`src/sv/pidsc_pkg.sv`:
```
// pidsc_pkg: shared widths, register indexes, control word types and the
// microcode ROM of the PID speed controller.
// No dependencies; used by pidsc_if.sv, pidsc_sequencer.sv and the top level.
package pidsc_pkg;

   localparam int GAIN_WIDTH     = 16;
   localparam int SETPOINT_WIDTH = 16;
   localparam int START_WIDTH    = 32;
   localparam int CSR_ADDR_WIDTH = 3;
   localparam int CSR_DATA_WIDTH = 32;
   localparam int ACC_WIDTH      = 64;   // clamped PID sum, +-2^61
   localparam int WIDE_WIDTH     = 66;   // product or sum before clamping
   localparam int TERM_MSB       = 61;
   localparam int SCALE_SPLIT    = 16;   // overall gain applied to the sum in two halves, split at bit 16
   localparam int SCALE_OP_WIDTH = 47;   // upper half of the sum as a signed operand
   localparam int FULL_WIDTH     = 78;   // sum times overall gain
   localparam int STEP_WIDTH     = 3;

   localparam logic [GAIN_WIDTH-1:0]         OVERALL_GAIN_RESET   = 16'd256;
   localparam logic signed [START_WIDTH-1:0] INTEGRAL_START_RESET = 32'sd150;

   localparam logic signed [WIDE_WIDTH-1:0] TERM_LIMIT =
      WIDE_WIDTH'(64'h2000_0000_0000_0000);

   // register indexes
   localparam logic [CSR_ADDR_WIDTH-1:0] CSR_SETPOINT       = 3'd0;
   localparam logic [CSR_ADDR_WIDTH-1:0] CSR_GAIN_PROP      = 3'd1;
   localparam logic [CSR_ADDR_WIDTH-1:0] CSR_GAIN_INTEG     = 3'd2;
   localparam logic [CSR_ADDR_WIDTH-1:0] CSR_GAIN_DERIV     = 3'd3;
   localparam logic [CSR_ADDR_WIDTH-1:0] CSR_OVERALL_GAIN   = 3'd4;
   localparam logic [CSR_ADDR_WIDTH-1:0] CSR_INTEGRAL_START = 3'd5;

   typedef logic [STEP_WIDTH-1:0] step_type;

   localparam step_type STEP_PROP     = 3'd0;
   localparam step_type STEP_INTEG    = 3'd1;
   localparam step_type STEP_DERIV    = 3'd2;
   localparam step_type STEP_SUM      = 3'd3;
   localparam step_type STEP_SCALE_HI = 3'd4;
   localparam step_type STEP_SCALE_LO = 3'd5;
   localparam step_type STEP_FULL     = 3'd6;
   localparam step_type STEP_EMIT     = 3'd7;

   typedef enum logic [1:0] {
      GAIN_KP,
      GAIN_KI,
      GAIN_KD,
      GAIN_OVERALL
   } gain_sel_type;

   typedef enum logic [2:0] {
      OP_ERR,
      OP_INTEG,
      OP_DSPD,
      OP_ACC_HI,
      OP_ACC_LO
   } op_sel_type;

   typedef enum logic [2:0] {
      ACC_NONE,
      ACC_LOAD,
      ACC_ADD,
      ACC_FULL_HI,
      ACC_FULL_ADD
   } acc_op_type;

   typedef enum logic {
      JMP_NONE,
      JMP_NOT_POS
   } jump_type;

   typedef struct packed {
      logic         upd_int;
      logic         mul_en;
      gain_sel_type gain_sel;
      op_sel_type   op_sel;
      acc_op_type   acc_op;
      jump_type     jump;
      step_type     target;
      logic         emit;
   } ctrl_word_type;

   typedef struct packed {
      logic start;
      logic not_pos;
      logic out_stall;
   } seq_status_type;

   typedef struct packed {
      logic          idle;
      ctrl_word_type cw;
   } seq_ctrl_type;

   localparam ctrl_word_type CW_NOP = '{
      upd_int:  1'b0,
      mul_en:   1'b0,
      gain_sel: GAIN_KP,
      op_sel:   OP_ERR,
      acc_op:   ACC_NONE,
      jump:     JMP_NONE,
      target:   STEP_PROP,
      emit:     1'b0
   };

   // microcode: multiply issued in one step, product consumed in the next
   function automatic ctrl_word_type ucode_rom(input step_type step);
      ctrl_word_type cw;
      cw = CW_NOP;
      unique case (step)
         STEP_PROP: begin
            cw.upd_int  = 1'b1;
            cw.mul_en   = 1'b1;
            cw.gain_sel = GAIN_KP;
            cw.op_sel   = OP_ERR;
         end
         STEP_INTEG: begin
            cw.mul_en   = 1'b1;
            cw.gain_sel = GAIN_KI;
            cw.op_sel   = OP_INTEG;
            cw.acc_op   = ACC_LOAD;
         end
         STEP_DERIV: begin
            cw.mul_en   = 1'b1;
            cw.gain_sel = GAIN_KD;
            cw.op_sel   = OP_DSPD;
            cw.acc_op   = ACC_ADD;
         end
         STEP_SUM: begin
            cw.acc_op   = ACC_ADD;
         end
         STEP_SCALE_HI: begin
            cw.mul_en   = 1'b1;
            cw.gain_sel = GAIN_OVERALL;
            cw.op_sel   = OP_ACC_HI;
            cw.jump     = JMP_NOT_POS;
            cw.target   = STEP_EMIT;
         end
         STEP_SCALE_LO: begin
            cw.mul_en   = 1'b1;
            cw.gain_sel = GAIN_OVERALL;
            cw.op_sel   = OP_ACC_LO;
            cw.acc_op   = ACC_FULL_HI;
         end
         STEP_FULL: begin
            cw.acc_op   = ACC_FULL_ADD;
         end
         STEP_EMIT: begin
            cw.emit     = 1'b1;
         end
      endcase
      return cw;
   endfunction

   function automatic logic signed [ACC_WIDTH-1:0] clamp_term(
      input logic signed [WIDE_WIDTH-1:0] v
   );
      logic signed [WIDE_WIDTH-1:0] r;
      if (v > TERM_LIMIT) begin
         r = TERM_LIMIT;
      end else if (v < -TERM_LIMIT) begin
         r = -TERM_LIMIT;
      end else begin
         r = v;
      end
      return r[ACC_WIDTH-1:0];
   endfunction

endpackage

```
`src/sv/pidsc_if.sv`:
```
// pidsc_if: valid/ready channel interfaces of the PID speed controller
// (tick requests, drive results, register writes). Depends on pidsc_pkg.
interface pidsc_req_if #(parameter int SPEED_WIDTH = 16) ();
   logic                   valid;
   logic                   ready;
   logic [SPEED_WIDTH-1:0] measured_speed;
   logic                   motor_running;
   logic                   clear_integral;

   modport source (output valid, measured_speed, motor_running, clear_integral,
                   input ready);
   modport sink   (input valid, measured_speed, motor_running, clear_integral,
                   output ready);
endinterface

interface pidsc_rsp_if #(parameter int DRIVE_WIDTH = 13) ();
   logic                   valid;
   logic                   ready;
   logic [DRIVE_WIDTH-1:0] drive_level;
   logic                   clamped_high;
   logic                   clamped_low;

   modport source (output valid, drive_level, clamped_high, clamped_low,
                   input ready);
   modport sink   (input valid, drive_level, clamped_high, clamped_low,
                   output ready);
endinterface

interface pidsc_csr_if ();
   logic                                valid;
   logic                                ready;
   logic [pidsc_pkg::CSR_ADDR_WIDTH-1:0] addr;
   logic [pidsc_pkg::CSR_DATA_WIDTH-1:0] data;

   modport source (output valid, addr, data, input ready);
   modport sink   (input valid, addr, data, output ready);
endinterface

```
`src/sv/pidsc_sequencer.sv`:
```
// pidsc_sequencer: step counter and microcode ROM fetch with conditional jump.
// Depends on pidsc_pkg (control word types, ucode_rom).
module pidsc_sequencer (
   input  logic                      clock,
   input  logic                      reset,
   input  pidsc_pkg::seq_status_type status,
   output pidsc_pkg::seq_ctrl_type   ctrl
);

   typedef enum logic {
      SEQ_IDLE,
      SEQ_RUN
   } seq_state_type;

   seq_state_type             state_ff, state_in;
   pidsc_pkg::step_type       step_ff, step_in;
   pidsc_pkg::ctrl_word_type  cw;

   assign cw = (state_ff == SEQ_RUN) ? pidsc_pkg::ucode_rom(step_ff) : pidsc_pkg::CW_NOP;
   assign ctrl.idle = (state_ff == SEQ_IDLE);
   assign ctrl.cw   = cw;

   always_comb begin
      state_in = state_ff;
      step_in  = step_ff;
      unique case (state_ff)
         SEQ_IDLE: begin
            if (status.start) begin
               state_in = SEQ_RUN;
               step_in  = pidsc_pkg::STEP_PROP;
            end
         end
         SEQ_RUN: begin
            priority if (cw.emit && status.out_stall) begin
               step_in = step_ff;                 // hold until output frees
            end else if (cw.emit) begin
               state_in = SEQ_IDLE;
            end else if (cw.jump == pidsc_pkg::JMP_NOT_POS && status.not_pos) begin
               step_in = cw.target;
            end else begin
               step_in = step_ff + pidsc_pkg::STEP_WIDTH'(1);
            end
         end
      endcase
   end

   always_ff @(posedge clock) begin
      if (reset) begin
         state_ff <= SEQ_IDLE;
         step_ff  <= pidsc_pkg::STEP_PROP;
      end else begin
         state_ff <= state_in;
         step_ff  <= step_in;
      end
   end

endmodule

```
`src/sv/pid_speed_controller_unit.sv`:
```
// pid_speed_controller_unit: top level of the PID speed controller, register
// file, datapath and output register. Depends on pidsc_pkg, pidsc_if.sv and
// pidsc_sequencer.
//
// One request transaction per control tick. A tick with clear_integral set
// reloads the integral from integral_start and gives no response; a tick
// with neither flag does nothing; both leave the sequencer idle. A running
// tick latches error and speed delta in the accept cycle, then a microcoded
// sequencer drives one shared 16-bit-gain multiplier through up to eight
// steps: integral update and kp*error, ki*integral, kd*dspeed, the saturating
// sum, then overall gain on the two halves of the sum, split at bit 16, and
// the clamp. The scaling steps are skipped when the sum is not positive or
// overall gain is zero; req_ready is low while the sequencer runs. A finished
// response sits in an output register, so a new request is taken while it
// waits; the sequencer only stalls at its emit step if the previous response
// is still unread. Registers are written through the csr channel (always
// ready); the user must write them only while the block is idle, which the
// block itself does not enforce; indexes 6 and 7 are ignored.
module pid_speed_controller_unit #(
   parameter int SPEED_WIDTH    = 16,
   parameter int INTEGRAL_WIDTH = 32,
   parameter int GAIN_FRAC_BITS = 8,
   parameter int DRIVE_MAX      = 6553
) (
   input  logic        clock,
   input  logic        reset,
   pidsc_req_if.sink   req_ch,
   pidsc_rsp_if.source rsp_ch,
   pidsc_csr_if.sink   csr_ch
);

   localparam int DRIVE_WIDTH = $clog2(DRIVE_MAX + 1);
   localparam int ERR_WIDTH   =
      ((SPEED_WIDTH > pidsc_pkg::SETPOINT_WIDTH) ? SPEED_WIDTH : pidsc_pkg::SETPOINT_WIDTH) + 1;
   localparam int DSPD_WIDTH  = SPEED_WIDTH + 1;
   localparam int OP_BASE     = (INTEGRAL_WIDTH > ERR_WIDTH) ? INTEGRAL_WIDTH : ERR_WIDTH;
   localparam int OP_WIDTH    =
      (OP_BASE > pidsc_pkg::SCALE_OP_WIDTH) ? OP_BASE : pidsc_pkg::SCALE_OP_WIDTH;
   localparam int PROD_WIDTH  = OP_WIDTH + pidsc_pkg::GAIN_WIDTH + 1;
   localparam int SUM_WIDTH   = OP_WIDTH + 1;
   localparam int GW          = pidsc_pkg::GAIN_WIDTH;
   localparam int AW          = pidsc_pkg::ACC_WIDTH;
   localparam int WW          = pidsc_pkg::WIDE_WIDTH;
   localparam int FW          = pidsc_pkg::FULL_WIDTH;
   localparam int SPLIT       = pidsc_pkg::SCALE_SPLIT;

   // saturate a wide signed value into the integral's width
   function automatic logic signed [INTEGRAL_WIDTH-1:0] clamp_int(
      input logic signed [SUM_WIDTH-1:0] v
   );
      logic [SUM_WIDTH-INTEGRAL_WIDTH:0] top;
      logic                              fits;
      top  = v[SUM_WIDTH-1:INTEGRAL_WIDTH-1];
      fits = (&top) || !(|top);
      return fits ? v[INTEGRAL_WIDTH-1:0]
                  : {v[SUM_WIDTH-1], {(INTEGRAL_WIDTH-1){~v[SUM_WIDTH-1]}}};
   endfunction

   // configuration registers
   logic [pidsc_pkg::SETPOINT_WIDTH-1:0]     setpoint_ff, setpoint_in;
   logic [GW-1:0]                            kp_ff, kp_in;
   logic [GW-1:0]                            ki_ff, ki_in;
   logic [GW-1:0]                            kd_ff, kd_in;
   logic [GW-1:0]                            og_ff, og_in;
   logic signed [pidsc_pkg::START_WIDTH-1:0] start_ff, start_in;

   // controller state and datapath
   logic signed [INTEGRAL_WIDTH-1:0] integral_ff, integral_in;
   logic [SPEED_WIDTH-1:0]           prev_ff, prev_in;
   logic signed [ERR_WIDTH-1:0]      err_ff, err_in;
   logic signed [DSPD_WIDTH-1:0]     dspd_ff, dspd_in;
   logic signed [PROD_WIDTH-1:0]     prod_ff, prod_in;
   logic signed [AW-1:0]             acc_ff, acc_in;
   logic [FW-1:0]                    full_ff, full_in;

   // output register
   logic                   rsp_valid_ff, rsp_valid_in;
   logic [DRIVE_WIDTH-1:0] drive_ff, drive_in;
   logic                   hi_ff, hi_in;
   logic                   lo_ff, lo_in;

   logic                      req_accept;
   logic                      csr_write;
   logic                      out_stall;
   logic                      not_pos;
   logic [GW-1:0]             gain_mux;
   logic signed [OP_WIDTH-1:0] op_mux;
   logic signed [WW-1:0]      prod_wide;
   logic signed [SUM_WIDTH-1:0] int_sum;
   logic [FW-1:0]             raw;
   logic                      raw_hi;

   pidsc_pkg::seq_status_type seq_status;
   pidsc_pkg::seq_ctrl_type   seq_ctrl;

   assign req_ch.ready = seq_ctrl.idle;
   assign csr_ch.ready = 1'b1;
   assign req_accept   = req_ch.valid && req_ch.ready;
   assign csr_write    = csr_ch.valid && csr_ch.ready;
   assign out_stall    = rsp_valid_ff && !rsp_ch.ready;

   // sum not positive or no gain: the scaling steps are skipped, drive is 0
   assign not_pos = acc_ff[AW-1] || (acc_ff == '0) || (og_ff == '0);

   assign seq_status.start     = req_accept && req_ch.motor_running && !req_ch.clear_integral;
   assign seq_status.not_pos   = not_pos;
   assign seq_status.out_stall = out_stall;

   pidsc_sequencer u_seq (
      .clock  (clock),
      .reset  (reset),
      .status (seq_status),
      .ctrl   (seq_ctrl)
   );

   // shared multiplier operand selection
   always_comb begin
      unique case (seq_ctrl.cw.gain_sel)
         pidsc_pkg::GAIN_KP:      gain_mux = kp_ff;
         pidsc_pkg::GAIN_KI:      gain_mux = ki_ff;
         pidsc_pkg::GAIN_KD:      gain_mux = kd_ff;
         pidsc_pkg::GAIN_OVERALL: gain_mux = og_ff;
      endcase
      unique case (seq_ctrl.cw.op_sel)
         pidsc_pkg::OP_ERR:    op_mux = OP_WIDTH'(err_ff);
         pidsc_pkg::OP_INTEG:  op_mux = OP_WIDTH'(integral_ff);
         pidsc_pkg::OP_DSPD:   op_mux = OP_WIDTH'(dspd_ff);
         pidsc_pkg::OP_ACC_HI: op_mux = OP_WIDTH'({1'b0, acc_ff[pidsc_pkg::TERM_MSB:SPLIT]});
         pidsc_pkg::OP_ACC_LO: op_mux = OP_WIDTH'({1'b0, acc_ff[SPLIT-1:0]});
         default:              op_mux = '0;
      endcase
   end

   assign prod_in   = $signed({1'b0, gain_mux}) * op_mux;
   assign prod_wide = WW'(prod_ff);
   assign int_sum   = SUM_WIDTH'(integral_ff) + SUM_WIDTH'(err_ff);

   // drop the 2*GAIN_FRAC_BITS fraction bits, floor
   assign raw    = full_ff >> (2 * GAIN_FRAC_BITS);
   assign raw_hi = raw > FW'(DRIVE_MAX);

   always_comb begin
      setpoint_in  = setpoint_ff;
      kp_in        = kp_ff;
      ki_in        = ki_ff;
      kd_in        = kd_ff;
      og_in        = og_ff;
      start_in     = start_ff;
      integral_in  = integral_ff;
      prev_in      = prev_ff;
      err_in       = err_ff;
      dspd_in      = dspd_ff;
      acc_in       = acc_ff;
      full_in      = full_ff;
      rsp_valid_in = rsp_valid_ff;
      drive_in     = drive_ff;
      hi_in        = hi_ff;
      lo_in        = lo_ff;

      if (csr_write) begin
         unique case (csr_ch.addr)
            pidsc_pkg::CSR_SETPOINT:       setpoint_in = csr_ch.data[pidsc_pkg::SETPOINT_WIDTH-1:0];
            pidsc_pkg::CSR_GAIN_PROP:      kp_in       = csr_ch.data[GW-1:0];
            pidsc_pkg::CSR_GAIN_INTEG:     ki_in       = csr_ch.data[GW-1:0];
            pidsc_pkg::CSR_GAIN_DERIV:     kd_in       = csr_ch.data[GW-1:0];
            pidsc_pkg::CSR_OVERALL_GAIN:   og_in       = csr_ch.data[GW-1:0];
            pidsc_pkg::CSR_INTEGRAL_START: start_in    = csr_ch.data[pidsc_pkg::START_WIDTH-1:0];
            default: ;
         endcase
      end

      // tick transaction: clear wins over running
      if (req_accept) begin
         if (req_ch.clear_integral) begin
            integral_in = clamp_int(SUM_WIDTH'(start_ff));
         end else if (req_ch.motor_running) begin
            err_in  = ERR_WIDTH'(setpoint_ff) - ERR_WIDTH'(req_ch.measured_speed);
            dspd_in = DSPD_WIDTH'(prev_ff) - DSPD_WIDTH'(req_ch.measured_speed);
            prev_in = req_ch.measured_speed;
         end
      end

      if (seq_ctrl.cw.upd_int) begin
         integral_in = clamp_int(int_sum);
      end

      unique case (seq_ctrl.cw.acc_op)
         pidsc_pkg::ACC_NONE:     ;
         pidsc_pkg::ACC_LOAD:     acc_in = pidsc_pkg::clamp_term(prod_wide);
         pidsc_pkg::ACC_ADD:      acc_in = pidsc_pkg::clamp_term(
                                     WW'(acc_ff) + WW'(pidsc_pkg::clamp_term(prod_wide)));
         pidsc_pkg::ACC_FULL_HI:  full_in = {prod_ff[FW-SPLIT-1:0], {SPLIT{1'b0}}};
         pidsc_pkg::ACC_FULL_ADD: full_in = full_ff + FW'(prod_ff[2*SPLIT-1:0]);
         default: ;
      endcase

      // output register: load at emit, else drain on ready
      if (seq_ctrl.cw.emit && !out_stall) begin
         rsp_valid_in = 1'b1;
         if (not_pos) begin
            drive_in = '0;
            hi_in    = 1'b0;
            lo_in    = acc_ff[AW-1] && (og_ff != '0);
         end else begin
            drive_in = raw_hi ? DRIVE_WIDTH'(DRIVE_MAX) : raw[DRIVE_WIDTH-1:0];
            hi_in    = raw_hi;
            lo_in    = 1'b0;
         end
      end else if (rsp_ch.ready) begin
         rsp_valid_in = 1'b0;
      end
   end

   // control and state registers
   always_ff @(posedge clock) begin
      if (reset) begin
         setpoint_ff  <= '0;
         kp_ff        <= '0;
         ki_ff        <= '0;
         kd_ff        <= '0;
         og_ff        <= pidsc_pkg::OVERALL_GAIN_RESET;
         start_ff     <= pidsc_pkg::INTEGRAL_START_RESET;
         integral_ff  <= INTEGRAL_WIDTH'(pidsc_pkg::INTEGRAL_START_RESET);
         prev_ff      <= '0;
         rsp_valid_ff <= 1'b0;
      end else begin
         setpoint_ff  <= setpoint_in;
         kp_ff        <= kp_in;
         ki_ff        <= ki_in;
         kd_ff        <= kd_in;
         og_ff        <= og_in;
         start_ff     <= start_in;
         integral_ff  <= integral_in;
         prev_ff      <= prev_in;
         rsp_valid_ff <= rsp_valid_in;
      end
   end

   // payload registers, no reset
   always_ff @(posedge clock) begin
      err_ff   <= err_in;
      dspd_ff  <= dspd_in;
      acc_ff   <= acc_in;
      full_ff  <= full_in;
      drive_ff <= drive_in;
      hi_ff    <= hi_in;
      lo_ff    <= lo_in;
      if (seq_ctrl.cw.mul_en) begin
         prod_ff <= prod_in;
      end
   end

   assign rsp_ch.valid        = rsp_valid_ff;
   assign rsp_ch.drive_level  = drive_ff;
   assign rsp_ch.clamped_high = hi_ff;
   assign rsp_ch.clamped_low  = lo_ff;

`ifndef SYNTHESIS
   a_start_busy: assert property (@(posedge clock) disable iff (reset)
      seq_status.start |=> !seq_ctrl.idle)
      else $error("running tick did not start the sequencer");

   a_emit_hold: assert property (@(posedge clock) disable iff (reset)
      (seq_ctrl.cw.emit && out_stall) |=> !seq_ctrl.idle)
      else $error("sequencer left emit step while output was held");

   a_drive_range: assert property (@(posedge clock) disable iff (reset)
      rsp_valid_ff |-> (drive_ff <= DRIVE_WIDTH'(DRIVE_MAX)))
      else $error("drive level above maximum");

   a_flag_hi: assert property (@(posedge clock) disable iff (reset)
      (rsp_valid_ff && hi_ff) |-> (drive_ff == DRIVE_WIDTH'(DRIVE_MAX) && !lo_ff))
      else $error("clamped_high without drive at maximum");

   a_flag_lo: assert property (@(posedge clock) disable iff (reset)
      (rsp_valid_ff && lo_ff) |-> (drive_ff == '0))
      else $error("clamped_low with nonzero drive");
`endif

endmodule

```
`src/flat_wrapper.sv`:
```
// flat-port wrapper written by rule: the top's interface ports become plain ports
module pid_speed_controller_unit_flat 
#(
   parameter int SPEED_WIDTH    = 16,
   parameter int INTEGRAL_WIDTH = 32,
   parameter int GAIN_FRAC_BITS = 8,
   parameter int DRIVE_MAX      = 6553
)
  (clock, reset, req_ch_valid, req_ch_measured_speed, req_ch_motor_running, req_ch_clear_integral, req_ch_ready, rsp_ch_valid, rsp_ch_drive_level, rsp_ch_clamped_high, rsp_ch_clamped_low, rsp_ch_ready, csr_ch_valid, csr_ch_addr, csr_ch_data, csr_ch_ready);
  pidsc_req_if #(.SPEED_WIDTH(SPEED_WIDTH)) req_ch_i ();
  pidsc_rsp_if #(.DRIVE_WIDTH((13))) rsp_ch_i ();
  pidsc_csr_if csr_ch_i ();
  input  logic clock;
  input  logic reset;
  input wire logic [$bits(req_ch_i.valid)-1:0] req_ch_valid;
  input wire logic [$bits(req_ch_i.measured_speed)-1:0] req_ch_measured_speed;
  input wire logic [$bits(req_ch_i.motor_running)-1:0] req_ch_motor_running;
  input wire logic [$bits(req_ch_i.clear_integral)-1:0] req_ch_clear_integral;
  output wire logic [$bits(req_ch_i.ready)-1:0] req_ch_ready;
  output wire logic [$bits(rsp_ch_i.valid)-1:0] rsp_ch_valid;
  output wire logic [$bits(rsp_ch_i.drive_level)-1:0] rsp_ch_drive_level;
  output wire logic [$bits(rsp_ch_i.clamped_high)-1:0] rsp_ch_clamped_high;
  output wire logic [$bits(rsp_ch_i.clamped_low)-1:0] rsp_ch_clamped_low;
  input wire logic [$bits(rsp_ch_i.ready)-1:0] rsp_ch_ready;
  input wire logic [$bits(csr_ch_i.valid)-1:0] csr_ch_valid;
  input wire logic [$bits(csr_ch_i.addr)-1:0] csr_ch_addr;
  input wire logic [$bits(csr_ch_i.data)-1:0] csr_ch_data;
  output wire logic [$bits(csr_ch_i.ready)-1:0] csr_ch_ready;
  assign req_ch_i.valid = req_ch_valid;
  assign req_ch_i.measured_speed = req_ch_measured_speed;
  assign req_ch_i.motor_running = req_ch_motor_running;
  assign req_ch_i.clear_integral = req_ch_clear_integral;
  assign req_ch_ready = req_ch_i.ready;
  assign rsp_ch_valid = rsp_ch_i.valid;
  assign rsp_ch_drive_level = rsp_ch_i.drive_level;
  assign rsp_ch_clamped_high = rsp_ch_i.clamped_high;
  assign rsp_ch_clamped_low = rsp_ch_i.clamped_low;
  assign rsp_ch_i.ready = rsp_ch_ready;
  assign csr_ch_i.valid = csr_ch_valid;
  assign csr_ch_i.addr = csr_ch_addr;
  assign csr_ch_i.data = csr_ch_data;
  assign csr_ch_ready = csr_ch_i.ready;
  pid_speed_controller_unit #(.SPEED_WIDTH(SPEED_WIDTH), .INTEGRAL_WIDTH(INTEGRAL_WIDTH), .GAIN_FRAC_BITS(GAIN_FRAC_BITS), .DRIVE_MAX(DRIVE_MAX)) u_core (.clock(clock), .reset(reset), .req_ch(req_ch_i), .rsp_ch(rsp_ch_i), .csr_ch(csr_ch_i));
endmodule
```
`config.mk`:
```
export PLATFORM = sky130hd
export DESIGN_NAME = pid_speed_controller_unit_flat
export DESIGN_NICKNAME = d
export VERILOG_FILES = /design/src/sv/pidsc_pkg.sv /design/src/sv/pidsc_if.sv /design/src/sv/pidsc_sequencer.sv /design/src/sv/pid_speed_controller_unit.sv /design/src/flat_wrapper.sv
export SDC_FILE = /design/constraint.sdc
export NUM_CORES = 2
export LEC_CHECK = 0
export BUFFER_PORTS_ARGS = -buffer_cell sky130_fd_sc_hd__buf_2
export CORE_MARGIN = 2
export CORE_UTILIZATION = 53
export CTS_CLUSTER_SIZE = 28
export DETAILED_ROUTE_END_ITERATION = 6
export GPL_ROUTABILITY_DRIVEN = 0
export MAX_ROUTING_LAYER = met4
export PLACE_DENSITY_LB_ADDON = 0.1
export SLEW_MARGIN = 5
export SYNTH_ARGS = -nofsm -noshare
export SYNTH_HDL_FRONTEND = slang
export SYNTH_SLANG_ARGS = --single-unit
```
`constraint.sdc`:
```
create_clock -name clock -period 15.2 [get_ports clock]
set_input_delay 1.52 -clock clock [delete_from_list [all_inputs] [get_ports clock]]
set_output_delay 1.52 -clock clock [all_outputs]
set_load 0.005 [all_outputs]
```
-- After elaboration in Yosys (flattened, before gate mapping)
Cells that the tools add are included.
- bits in registers: 420
- add/subtract/negate cells: 6
- multiply operators: 1
- order comparisons: 5
- equal/unequal tests: 26
- mux-type cells: 31
- bitwise logic cells: 3
- reductions and logical operators: 40
- operators with widths (cell ; count):
    $mux 64 ; 5
    $pmux 47 s5 ; 1
    $pmux 78 s2 ; 1
    $mux 32 ; 4
    $pmux 64 s2 ; 1
    $add 78x32->78 ; 1
    $add 64x64->65 ; 1
    $gt 65x63->1 const B ; 1
    $lt 65x62->1 const B ; 1
    $gt 64x63->1 const B ; 1
    $logic_not 64->1 ; 1
    $lt 64x62->1 const B ; 1
    $mul 17x47->64 ; 1
    $pmux 16 s4 ; 1
    $gt 62x13->1 const B ; 1
    $sub 16x16->17 ; 2
    $add 32x17->33 ; 1
    $pmux 6 s5 ; 1
    $eq 3x2->1 const B ; 8
    $eq 3x3->1 const B ; 8
    $reduce_and 17->1 ; 1
    $reduce_or 17->1 ; 1
    $logic_not 16->1 ; 1
    $reduce_bool 16->1 ; 1
    23 further kinds ; 66

-- Depth between registers and ports, before layout
- depth after elaboration: 11
- depth in mapped cells: 37
- gate-level depth less buffers: 34

-- By module
Synthesis repeated with hierarchy kept, for this count alone.
- cells, all modules: 5943
- area total of the unflattened synthesis: 51660.8 um^2
- by module, submodules not included (module ; times used ; cells an instance ; area an instance (um^2) ; sequential area each (um^2)):
    pid_speed_controller_unit ; 1 ; 5893 ; 51257.9 ; 10880.4
    pidsc_sequencer ; 1 ; 50 ; 402.9 ; 80.1

-- Least setup slack after synthesis
Ideal clock, no wire load.
- path type: register to register
- start: register u_core.u_seq.step_ff[1]
- end: register u_core.prod_ff[62], data pin
- setup time: 266 ps
- arrival time: 8685 ps
- required time: 14934 ps
- path slack: 6249 ps
- cell stages (with the launch flop): 33
- path buffers: 3
- period minus slack after synthesis: 8951 ps
- cell sequence: dfxtp_1 > inv_1 > ha_1 > nand2_1 > a311o_1 > clkbuf_1 > clkbuf_1 > a221oi_1 > nor2_1 > fa_1 > inv_1 > fa_1 > fa_1 > inv_1 > fa_1 > fa_1 > inv_1 > fa_1 > inv_1 > ha_1 > buf_4 > a21o_1 > a2111oi_2 > a211o_1 > a31oi_1 > o21ai_1 > o41ai_2 > a41oi_2 > o31a_1 > o31ai_4 > a31oi_1 > o31ai_2 > xor2_1
- cells in the longest elaborated chain, start to end: 6
- elaborated cells on any way between the ends: 19
- RTL lines (what ; line ; text):
    start: declaration ; pidsc_sequencer.sv:16 ; pidsc_pkg::step_type step_ff, step_in;
    start signal: assignment ; pidsc_sequencer.sv:50 ; step_ff <= pidsc_pkg::STEP_PROP;
    start signal: assignment ; pidsc_sequencer.sv:53 ; step_ff <= step_in;
    $eq 3x3->1, or another cell as far along ; pidsc_pkg.sv:109 ; unique case (step)
    $pmux 6 s5 * ; pidsc_pkg.sv:109 ;
    $mux 15 * ; pidsc_sequencer.sv:19 ; assign cw = (state_ff == SEQ_RUN) ? pidsc_pkg::ucode_rom(step_ff) : pidsc_pkg::CW_NOP;
    $eq 3x3->1, or another cell as far along ; pid_speed_controller_unit.sv:124 ; unique case (seq_ctrl.cw.op_sel)
    $pmux 47 s5 or $pmux 16 s4 (tied branches) ; pid_speed_controller_unit.sv:124, pid_speed_controller_unit.sv:118 ;
    $mul 17x47->64 * ; pid_speed_controller_unit.sv:134 ; assign prod_in = $signed({1'b0, gain_mux}) * op_mux;
    named net u_core.prod_in[62] ; pid_speed_controller_unit.sv:72 ; logic signed [PROD_WIDTH-1:0] prod_ff, prod_in;
    end signal: assignment ; pid_speed_controller_unit.sv:249 ; prod_ff <= prod_in;
    end: declaration ; pid_speed_controller_unit.sv:72 ;
Mark *: on every way through the listed nets, which the timed path passes. The rest lies on a longest branch.
A chain may end at the register's enable or synchronous reset.

-- Final worst setup path
Same ends and word-level chain as after synthesis.

==> metrics.yaml <==
yosysSeqAreaShare_pct: 21.3
leakage_uw: 0.0246
cts-hold-fix-buffers: 0
grt_max_degree: 99
fin_setup_tns_ps: 0
period_needed_ps: 10590
wl_um: 159000
synth_top_family_by_area: "adder cells"
yosys.area_share.simple_pct: 17.1
ios: 76
rsz0062_at_grt: "no"
die_h_um: 315
drc: 0
fmax_ghz: 0.0944
synthAdderAreaFrac_pct: 35.0
ir_drop_v: 0.0000813
yosysTopAreaCell: "fa_1"
syn_inst: 5959
vias: 42487
arrival_ps: 10960
worstSkewPairLatency_ps: 620
grt_pass1_wl_um: 250000
synth_compound_area_share_pct: 13.4
finClkSkew_ps: 30.0
placementRows: 114
die_x_um: 315
synthMuxAreaShare_pct: 0.728
synth.most_common_cell: "nand2_1"
wl_per_cell_um: 22.2
synthXorXnorAreaFrac_pct: 3.78
drt-initial-drc-count: 4149
maxCapViolations: 0
nNetsFinal: 6946
start_util_pct: 53.3
hold_path_class: "register to register"
grt_pass1_vias: 42642
final_antenna_net_count: 0
core_sq_mm: 0.0964
synthTopCellsByCount: "nand2_1, inv_1, fa_1"
slew_violations: 0
cts_tree: "done"
syn_nets: 7034
synth-edff-count: 255
slowest_delay_ps: 990
cts_root_buf: "clkbuf_16"
synth_flop_cell: "edfxtp_1"
cp_data_required_time_ps: 15560
track_usage_pct: 33.7
cp_max_fo: 31
h-tree-depth: 2
status: "finished, final reports clean"
yosys_warnings: 0
worst_pin_slew_ps: 1280
die_area_sq_mm: 0.0995
portBuffers: 74
synthTopCellsByArea: "fa_1, edfxtp_1, ha_1"
numCtsBuffers: 47
async_flop_share_pct: 0
via_per_inst: 5.92
cts_post_setup_buffers_inserted: 0
crit_type: "register to register"
area_growth_pct: 6.21
end_kind: "register"
clkSlewWorstSetupHoldPaths_ps: 60
layout-drive-gt1-share_pct: 4.18
cellPowerDensity_mw_per_mm2: 73.9
fin_crit_sh_pct: 69.7
ys_ff_latch: 420
grt.overflow.total: 0
worstSetupStartpointType: "register"
synth_top_area_share_pct: 27.4
place_inst: 7098
setup_viol: 0
synthesis.area_sq_mm: 0.0514
cts_max_path_buffers: 3
cpMostUsedCell: "fa_1"
ctsResizeCount: 0
dp_hpwl_um: 123000
cp_slowest_cell: "a311o_1"
instances_no_fill: 7182
maxSlewHeadroom_pct: 14.5
p_total_uw: 4040
finalHoldViolCount: 0
synthDistinctLibCells: 78
dr.pass1.iters: 6
cts.sink_count: 420
syn_area_per_cell_sq_um: 8.63
antenna_found_initial: 2
## power breakdown
group | switching (uW) | total [uW] | internal (uW)
sequential | 66.6 | 1350 | 1280
combinational | 947 | 1520 | 576
clock | 507 | 1170 | 660
total | 1520 | 4040 | 2520
## metal layers
metal	up-vias	share of wire, %	track usage (%)
li1	19272	-	-
met1	21114	44	46.7
met2	1806	44	49.8
met3	295	9.0	6.21
met4	0	3.9	11.3
met5	-	0	-
## cell usage in the layout (no fill, tap or decap), types with 100 or more instances in the layout
| cell type | synthesis | routed |
|---|---|---|
| ha_1 | 313 | 313 |
| fa_1 | 704 | 704 |
| dfxtp_1 | 165 | 165 |
| a21oi_1 | 374 | 372 |
| and2_1 | 100 | 100 |
| o21ai_0 | 131 | 124 |
| xnor2_1 | 142 | 142 |
| inv_1 | 904 | 904 |
| nand2_1 | 1035 | 1034 |
| edfxtp_1 | 255 | 255 |
| nor2_1 | 456 | 450 |
## flip-flops by register name, summed over array words and instances, names as in the netlist
name,cells
u_core.full_ff,78
u_core.acc_ff,64
u_core.prod_ff,64
u_core.integral_ff,32
u_core.start_ff,32
u_core.dspd_ff,17
u_core.err_ff,17
u_core.kd_ff,16
u_core.ki_ff,16
u_core.kp_ff,16
u_core.og_ff,16
u_core.prev_ff,16
u_core.setpoint_ff,16
u_core.rsp_ch.drive_level,13
u_core.u_seq.step_ff,3
u_core.rsp_ch.clamped_high,1
u_core.rsp_ch.clamped_low,1
u_core.rsp_ch.valid,1
u_core.u_seq.state_ff,1
## worst max-delay path: cells and delay by family, from the launching register on
kind            cells  cell delay (ps)
fa+ha+maj           8             3660
buf+inv             5              390
xor+xnor            1               90
simple gates        2              960
compound gates     13             4790
flops               1              440
## through the flow
stage	hold WS [ps]	instance area, sq um	utilization (%)	setup slack (ps)
2_1_floorplan	433	51400	-	6250
3_3_place_gp	443	53100	55.1	5000
3_5_place_dp	448	53100	55.1	4640
4_1_cts	456	54600	56.6	4620
5_1_grt	470	54600	56.6	3820
6_report	455	54600	56.6	4610
## worst paths after layout
check | startpoint | endpoint | slack [ps] | depth (start not counted)
setup / recovery | u_core.u_seq.step_ff[1] | u_core.prod_ff[62] | 4610 | 29
hold / removal | u_core.start_ff[14] | u_core.start_ff[14] | 450 | 2
setup reg to reg | u_core.u_seq.step_ff[1] | u_core.prod_ff[62] | 4610 | 29
hold reg to reg | u_core.start_ff[14] | u_core.start_ff[14] | 450 | 2
## cell type report
type,count,area [sq um]
fillers,8975,41800
well taps,1276,1600
inverters,905,3400
clock inverters,23,260
flip-flops and latches,420,11000
clock buffers,60,1230
repair buffers,134,823
multi-input cells,4363,36300
diodes,1,2.50
## logic make-up after synthesis
kind of cell    Yosys count
compound gates         1072
flops                   420
xor+xnor                222
fa+ha+maj              1017
buf+inv                1176
simple gates           2014
other cells               1
mux                      37
(Power assumes the default switching activity.)
